## src/sbsr_pkg.sv

```systemverilog
// Shared types and codes of the status byte and summary register block.
// Used by sbsr_regfile and status_byte_summary_registers_core; no dependencies.
package sbsr_pkg;

  // Default register width
  localparam int REG_WIDTH_DEF = 16;

  // Command codes
  localparam logic [2:0] CMD_READ   = 3'd0;
  localparam logic [2:0] CMD_WRITE  = 3'd1;
  localparam logic [2:0] CMD_SET    = 3'd2;
  localparam logic [2:0] CMD_CLR    = 3'd3;
  localparam logic [2:0] CMD_RDCLR  = 3'd4;
  localparam logic [2:0] CMD_CLS    = 3'd5;

  // Register indexes
  localparam logic [2:0] REG_STB  = 3'd0;  // status byte
  localparam logic [2:0] REG_SRE  = 3'd1;  // service request enable
  localparam logic [2:0] REG_ESR  = 3'd2;  // standard event status
  localparam logic [2:0] REG_ESE  = 3'd3;  // standard event enable
  localparam logic [2:0] REG_QUES = 3'd4;  // questionable event
  localparam logic [2:0] REG_QUEN = 3'd5;  // questionable enable
  localparam logic [2:0] REG_OPER = 3'd6;  // operation event
  localparam logic [2:0] REG_OPEN = 3'd7;  // operation enable

  // Summary bit positions in the status byte
  localparam int BIT_QUES = 3;
  localparam int BIT_EVT  = 5;
  localparam int BIT_RQS  = 6;
  localparam int BIT_OPER = 7;

  // One command word
  typedef struct packed {
    logic [15:0] value;
    logic [2:0]  reg_index;
    logic [2:0]  command;
  } req_t;

  // One result word
  typedef struct packed {
    logic        service_request;
    logic [15:0] read_data;
  } resp_t;

endpackage

```

## src/sbsr_regfile.sv

```systemverilog
// Eight status registers with the summary and service request update logic.
// Depends on sbsr_pkg for command codes, register indexes and word types.
module sbsr_regfile import sbsr_pkg::*; #(
  parameter int REG_WIDTH = REG_WIDTH_DEF
) (
  input  logic  clk,
  input  logic  rst_n,
  input  logic  upd_en,
  input  req_t  req,
  output resp_t resp
);

  localparam logic [REG_WIDTH-1:0] RQS_MASK =
    {{(REG_WIDTH-1){1'b0}}, 1'b1} << BIT_RQS;

  logic [7:0][REG_WIDTH-1:0]  regs_r;
  logic [7:0][REG_WIDTH-1:0]  regs_nxt;
  logic [REG_WIDTH+15:0]      val_ext;
  logic [REG_WIDTH-1:0]       val_w;
  logic [REG_WIDTH-1:0]       cur;
  logic [REG_WIDTH+15:0]      rd_ext;
  logic [REG_WIDTH-1:0]       wr_val;
  logic [REG_WIDTH-1:0]       sb;
  logic                       wr_single;
  logic                       cls;
  logic                       rd_sel;

  // Fit the 16-bit data to the register width
  assign val_ext = {{REG_WIDTH{1'b0}}, req.value};
  assign val_w   = val_ext[REG_WIDTH-1:0];
  assign cur     = regs_r[req.reg_index];
  assign rd_ext  = {16'd0, cur};

  // Decode the command and build the next register contents
  always_comb begin
    wr_single = 1'b0;
    cls       = 1'b0;
    wr_val    = '0;
    case (req.command)
      CMD_READ: begin
      end
      CMD_WRITE: begin
        wr_single = 1'b1;
        wr_val    = val_w;
      end
      CMD_SET: begin
        wr_single = 1'b1;
        wr_val    = cur | val_w;
      end
      CMD_CLR: begin
        wr_single = 1'b1;
        wr_val    = cur & ~val_w;
      end
      CMD_RDCLR: begin
        wr_single = 1'b1;
        wr_val    = '0;
      end
      CMD_CLS: begin
        cls = 1'b1;
      end
      default: begin
      end
    endcase
    rd_sel = (req.command == CMD_READ) || (req.command == CMD_RDCLR);

    regs_nxt = regs_r;
    sb       = regs_r[REG_STB];
    if (wr_single) begin
      regs_nxt[req.reg_index] = wr_val;
      if (req.reg_index == REG_STB) begin
        sb = wr_val;
      end
    end
    if (cls) begin
      regs_nxt[REG_ESR]  = '0;
      regs_nxt[REG_QUES] = '0;
      regs_nxt[REG_OPER] = '0;
      sb[BIT_EVT]  = 1'b0;
      sb[BIT_QUES] = 1'b0;
      sb[BIT_OPER] = 1'b0;
    end

    // Refresh the summary of the pair that was written
    if (wr_single) begin
      case (req.reg_index)
        REG_ESR, REG_ESE: begin
          sb[BIT_EVT] = |(regs_nxt[REG_ESR] & regs_nxt[REG_ESE]);
        end
        REG_QUES, REG_QUEN: begin
          sb[BIT_QUES] = |(regs_nxt[REG_QUES] & regs_nxt[REG_QUEN]);
        end
        REG_OPER, REG_OPEN: begin
          sb[BIT_OPER] = |(regs_nxt[REG_OPER] & regs_nxt[REG_OPEN]);
        end
        default: begin
        end
      endcase
    end

    // Recompute the request bit on every write and on clear status
    if (wr_single || cls) begin
      sb[BIT_RQS] = |(sb & regs_nxt[REG_SRE] & ~RQS_MASK);
    end
    regs_nxt[REG_STB] = sb;
  end

  assign resp.read_data       = rd_sel ? rd_ext[15:0] : 16'd0;
  assign resp.service_request = regs_nxt[REG_STB][BIT_RQS];

  // Hold the registers, advance on each accepted command
  always_ff @(posedge clk) begin
    if (!rst_n) begin
      regs_r <= '0;
    end else if (upd_en) begin
      regs_r <= regs_nxt;
    end
  end

  // Request bit always matches status byte AND request enable
  a_rqs_consistent: assert property (@(posedge clk) disable iff (!rst_n)
    regs_r[REG_STB][BIT_RQS] == |(regs_r[REG_STB] & regs_r[REG_SRE] & ~RQS_MASK))
    else $error("request bit out of step with status byte and enable");

  // Clear status leaves all event registers empty
  a_cls_clears: assert property (@(posedge clk) disable iff (!rst_n)
    upd_en && req.command == CMD_CLS |=>
      regs_r[REG_ESR] == '0 && regs_r[REG_QUES] == '0 && regs_r[REG_OPER] == '0)
    else $error("clear status left an event register set");

  // A plain read changes no register
  a_read_stable: assert property (@(posedge clk) disable iff (!rst_n)
    upd_en && req.command == CMD_READ |=> $stable(regs_r))
    else $error("read command modified a register");

endmodule

```

## src/status_byte_summary_registers_core.sv

```systemverilog
// Top level of the status byte and summary register block: stream ports,
// command register and result register. Depends on sbsr_pkg and sbsr_regfile.
//
//  Channel | Direction | Handshake           | Payload
//  in_     | input     | in_tvalid/tready    | in_tdata: command, reg_index, value
//  out_    | output    | out_tvalid/tready   | out_tdata: read_data, service_request
//
// One command is accepted per cycle unless the input stalls; its result passes
// through the command register, then the result register after the update.
// The register update is combinational logic between those two registers.
// A stalled result holds the command register; input stalls only when both
// registers are full and the result is held. Reset clears all eight registers
// and the valid flags.
module status_byte_summary_registers_core import sbsr_pkg::*; #(
  parameter int REG_WIDTH = REG_WIDTH_DEF
) (
  input  logic        clk,
  input  logic        rst_n,
  input  logic        in_tvalid,
  output logic        in_tready,
  input  logic [23:0] in_tdata,   // [2:0] command, [5:3] reg_index, [21:6] value
  output logic        out_tvalid,
  input  logic        out_tready,
  output logic [23:0] out_tdata   // [15:0] read_data, [16] service_request
);

  logic  s1_valid_r;
  req_t  s1_req_r;
  logic  out_valid_r;
  resp_t out_resp_r;
  resp_t resp;
  logic  advance;

  // Move the held command on when the result slot frees up
  assign advance   = s1_valid_r && (!out_valid_r || out_tready);
  assign in_tready = !s1_valid_r || advance;

  sbsr_regfile #(
    .REG_WIDTH (REG_WIDTH)
  ) u_regfile (
    .clk    (clk),
    .rst_n  (rst_n),
    .upd_en (advance),
    .req    (s1_req_r),
    .resp   (resp)
  );

  // Valid flags
  always_ff @(posedge clk) begin
    if (!rst_n) begin
      s1_valid_r  <= 1'b0;
      out_valid_r <= 1'b0;
    end else begin
      if (in_tready) begin
        s1_valid_r <= in_tvalid;
      end
      if (advance) begin
        out_valid_r <= 1'b1;
      end else if (out_tready) begin
        out_valid_r <= 1'b0;
      end
    end
  end

  // Payload registers
  always_ff @(posedge clk) begin
    if (in_tready && in_tvalid) begin
      s1_req_r <= req_t'(in_tdata[21:0]);
    end
    if (advance) begin
      out_resp_r <= resp;
    end
  end

  assign out_tvalid = out_valid_r;
  assign out_tdata  = {7'd0, out_resp_r};

endmodule

```

## config.mk

```make
export PLATFORM = sky130hd
export DESIGN_NAME = status_byte_summary_registers_core
export DESIGN_NICKNAME = d
export VERILOG_FILES = /design/src/sbsr_pkg.sv /design/src/sbsr_regfile.sv /design/src/status_byte_summary_registers_core.sv
export SDC_FILE = /design/constraint.sdc
export NUM_CORES = 1
export LEC_CHECK = 0
export BUFFER_PORTS_ARGS = -buffer_cell sky130_fd_sc_hd__buf_4
export CORE_UTILIZATION = 46
export CTS_CLUSTER_SIZE = 24
export DETAILED_ROUTE_END_ITERATION = 6
export HOLD_SLACK_MARGIN = 0.02
export SYNTH_ARGS = -nofsm -noshare
export SYNTH_HDL_FRONTEND = slang
export SYNTH_HIERARCHICAL = 1
export SYNTH_SLANG_ARGS = --single-unit
export TNS_END_PERCENT = 100
```

## constraint.sdc

```tcl
create_clock -name clk -period 3.8 [get_ports clk]
set_clock_uncertainty 0.2 [all_clocks]
set_input_delay 0.38 -clock clk [delete_from_list [all_inputs] [get_ports clk]]
set_output_delay 0.38 -clock clk [all_outputs]
set_load 0.005 [all_outputs]
```

* Yosys cells after proc, flatten, opt, wreduce, memory -nomap -nowiden *
Cells that the tools add are included.

cells by class
  $add $sub $neg = 0
  multipliers = 0
  divide/modulo/power cells = 0
  magnitude comparators = 2
  equal/unequal tests = 11
  shift operators = 0
  muxes and demuxes = 26
  bitwise logic cells = 7
  reduce and logical (&&, ||, !) cells = 20

operator list
  kind                  number
  $bwmux W128           1
  $mux W128             1
  $mux W16              7
  $and A16 B16 Y16      5
  $bmux W16 S3          1
  $demux W16 S3         1
  $pmux W16 S3          1
  $reduce_or A16 Y1     3
  $eq A3 B3 Y1 const B  6
  $not A16 Y16          1
  $or A16 B16 Y16       1
  $reduce_or A15 Y1     1
  $mux W1               14
  $eq A3 B2 Y1 const B  4
  $logic_not A3 Y1      2
  $reduce_or A2 Y1      3
  $logic_or A1 B1 Y1    4
  $lt A3 B4 Y1 const B  1
  $reduce_or A4 Y1      1
  $eq A3 B1 Y1 const B  1
  $ge A3 B1 Y1 const B  1
  $logic_and A1 B1 Y1   3
  $logic_not A1 Y1      2
  $reduce_bool A2 Y1    1

storage, ports and cells
  register bits = 169
  latch bits = 0
  bits in writable memories = 0
  memory bits (read-only) = 0
  bits of input ports = 28
  output and inout bits = 26
  memories kept = 0

* Logic depth before layout (Yosys ltp) *
  depth after elaboration = 14
  gate-level depth with buffers = 14
  depth with buffers taken out = 9

* Cells and area by module *
The synthesis kept the hierarchy.

modules (own cells, without submodules)
  module                              instances  cells an instance  area each (um^2)
  sbsr_regfile                        1          978                7728.7
  status_byte_summary_registers_core  1          56                 1331.3

* Worst setup path after synthesis *
OpenSTA, ideal clock, no wires.

  path type = register -> register
  start point = reg s1_req_r[1] (netlist name)
  end point = reg out_resp_r, in the netlist out_tdata[16], data pin
  arrival time = 2.760 ns
  path slack = 0.589 ns
  stages on the path, launching flop included = 13
  clock period less this slack = 3.211 ns
  path through = edfxtp_1 -> buf_6 -> o21a_1 -> buf_6 -> or2_2 -> clkbuf_1 -> a211oi_2 -> o221ai_1 -> or4_1 -> o41a_1 -> a22oi_2 -> a21oi_1 -> buf_4

RTL lines
  item                    RTL line                                  RTL
  from (decl)             status_byte_summary_registers_core.sv:28  req_t s1_req_r;
  from (signal assigned)  status_byte_summary_registers_core.sv:68  s1_req_r <= req_t'(in_tdata[21:0]);
  to (signal assigned)    status_byte_summary_registers_core.sv:71  out_resp_r <= resp;
  to (decl)               status_byte_summary_registers_core.sv:30  resp_t out_resp_r;

==> impl_metrics.yaml <==
worst_setup_path:
  required_ns: 3.78
  cp-start-kind: "flip-flop"
  endpoint_kind: "flip-flop"
  r2r_setup_slack_ns: 0.13
  cp_max_fo: 7
  crit_type: "reg2reg"
  arrival_ns: 3.66
grt:
  grt_pass1_vias: 7816
  antenna_found_initial: 0
  gr-usage-met3_pct: 7.503
  grt_use_met2_pct: 48.99
  grt_use_total_pct: 33.19
  busiest_layer: "met2"
  grt_overflow: 0
  grt_pass1_wl_mm: 48.73
  gr-usage-met1_pct: 45.78
  grt_max_degree: 129
run_status:
  status: "complete, but fails checks"
  violations: "design-rule violations"
cts:
  cts-root-buf: "clkbuf_16"
  clk_latency_ns: 0.44
  numCtsBuffers: 17
  clockBufferDepth: 2
  clock_sinks: 169
  cts_tree: "done"
  h-tree-depth: 4
  clkSlewWorstSetupHoldPaths_ns: 0.07
floorplanning:
  die_area_um2: 20260
  die_x_um: 142.3
  ios: 54
  num_rows: 50
  coreArea_um2: 19020
  die_h_um: 142.3
  start_util_pct: 47.64
finish:
  diodes: 0
  final_cell_mix: "nor2_1, dfxtp_1, buf_4, mux2i_1, a21oi_1"
  nets: 1147
  layout_commonest_cell: "nor2_1"
  layout-drive-gt1-share_pct: 17.40
  area_growth_pct: 19.87
  fin_area_um2: 10860
  utilization_pct: 57.11
drt:
  viasPerCell: 6.138
  vias: 8544
  drc: 6
  drt_wl_total_mm: 32.64
  drtIter0Drc: 1137
  dr.pass1.iters: 7
  antenna_left: 0
  wire_per_inst_um: 23.45
logic_synthesis:
  synth.avg_cell_area_um2: 8.762
  synthTopCellsByArea: "dfxtp_1, edfxtp_1, mux2i_1, nor2_1, a211oi_1"
  ys_seq_area_share_pct: 41.65
  syn_area_um2: 9060
  yosysUniqueCellTypes: 78
  netlist_instances: 1034
  synth-main-ff-cell: "dfxtp_1"
  synth-seq-cells: 169
  synth-async-reset-ratio_pct: 0
  synth_top_cell_by_area: "dfxtp_1"
  synth_edf_count: 39
  synth_top_area_share_pct: 28.73
  yosys_warnings: 6
timing:
  tns_ns: 0
  grt_setup_unrepaired: "false"
  fin_hold_ws_ns: 0.06791
  drv_slew: 0
  fin_crit_sh_pct: 96.64
  hold_viol: 0
  post-route-min-period_ns: 3.672
  slew_headroom_pct: 45.54
  timing.fmax_mhz: 272.3
  setup-violations-final: 0
  worst_pin_slew_ns: 0.8115
pwr:
  leakagePower_nw: 3.888
  peakVddDrop_uv: 286.2
  powerDensity_nw_per_um2: 378.7
  finalPower_mw: 4.113
job:
  maxCapViolCount: 0
place:
  numPortBuffers: 44
  place_hpwl_mm: 23.80
  place_area_um2: 10050
  gp_congestion: 1.013
worst_hold_path:
  worst_hold_path_type: "in2reg"
[flip-flops by register name, indices dropped and copies added, names as in the netlist, named ones only]
name / flops
s1_valid_r: 1
u_regfile/regs_r: 127
out_tdata: 17
out_tvalid: 1
s1_req_r: 22
[where the power goes]
group          switching (mW)  total [mW]  internal (mW)  leakage, nW
combinational           0.298       0.486          0.188         2.19
clock                   0.797        1.72          0.919        0.280
sequential             0.0343        1.91           1.88         1.42
total                    1.13        4.11           2.98         3.89
[synth_stat cells, types with 5 or more instances]
library cell and number:
a211oi_1 63, a21o_1 5, a21oi_1 67, a22o_1 6, a22oi_1 44, a2bb2oi_1 14
and2_1 10, and3_1 5, buf_2 8, buf_4 16, buf_6 8, clkbuf_1 61
dfxtp_1 130, edfxtp_1 39, inv_1 14, mux2i_1 80, nand2_1 63, nand2b_1 6
nor2_1 190, nor2b_1 6, nor3_1 5, nor4_1 7, o211ai_1 5, o21a_1 11
o21ai_0 36, o21ai_1 5, o221ai_1 11, o22ai_1 29, o31ai_1 6, o32ai_1 5
or2_2 5, or4_1 5
[metal layers]
layer | routed length [µm] | part of all wire (%)
met4 | 1258 | 3.9
met3 | 3160 | 9.7
met2 | 14010 | 43
met5 | 0 | 0
met1 | 14220 | 44
[through the flow]
step / cells / setup WS (ns)
final: 1392 / 0.1276
after detailed placement: 1336 / 0.2121
after global placement: 1336 / 0.2206
after floorplan: 1040 / 0.5887
after global routing: 1392 / 0.01607
after CTS: 1392 / 0.2054
[worst max-delay path, cell delays in order (launching register included)]
cell	delay, ns
edfxtp_1	0.46
o21a_1	0.37
or4_1	0.67
a21oi_1	0.17
o221ai_1	0.20
a221o_1	0.35
a2111oi_0	0.40
a41oi_1	0.17
a21oi_1	0.33
a21oi_1	0.10
[final timing paths]
kind,startpoint,endpoint,cells after the start
setup / recovery,s1_req_r[1],out_tdata[16],9
setup reg to reg,s1_req_r[1],out_tdata[16],9
hold reg to reg,u_regfile/regs_r[42],u_regfile/regs_r[42],2
hold / removal,out_tready,s1_valid_r,3
[cell type report]
class                   count  area [µm²]
well taps                 260       325.3
fillers                  1747        8158
clock buffers              18       429.2
multi-input cells         761        4795
flip-flops and latches    169        3774
repair buffers            156        1344
clock inverters            14       138.9
inverters                  14       55.05
[logic make-up (layout without fill, tap and decap cells)]
| family | count (synthesis) | after routing | synth area share, % |
|---|---|---|---|
| xor+xnor | 4 | 4 | 0.3868 |
| compound gates | 339 | 339 | 25.99 |
| mux | 82 | 82 | 9.087 |
| other cells | 1 | 7 | 0.04139 |
| fa+ha+maj | 1 | 1 | 0.1105 |
| buf+inv | 110 | 202 | 5.994 |
| simple gates | 328 | 328 | 16.74 |
| flops | 169 | 169 | 41.65 |
[timing repair]
action | 4_1_cts | 5_1_grt
hold buffers | 24 | 0
gates resized for setup | 0 | 1
hold endpoints to repair | 24 | 0
endpoints found under the setup margin | 0 | 1
setup buffers | 0 | 0
Note: power is estimated with default switching activity, not from simulation.
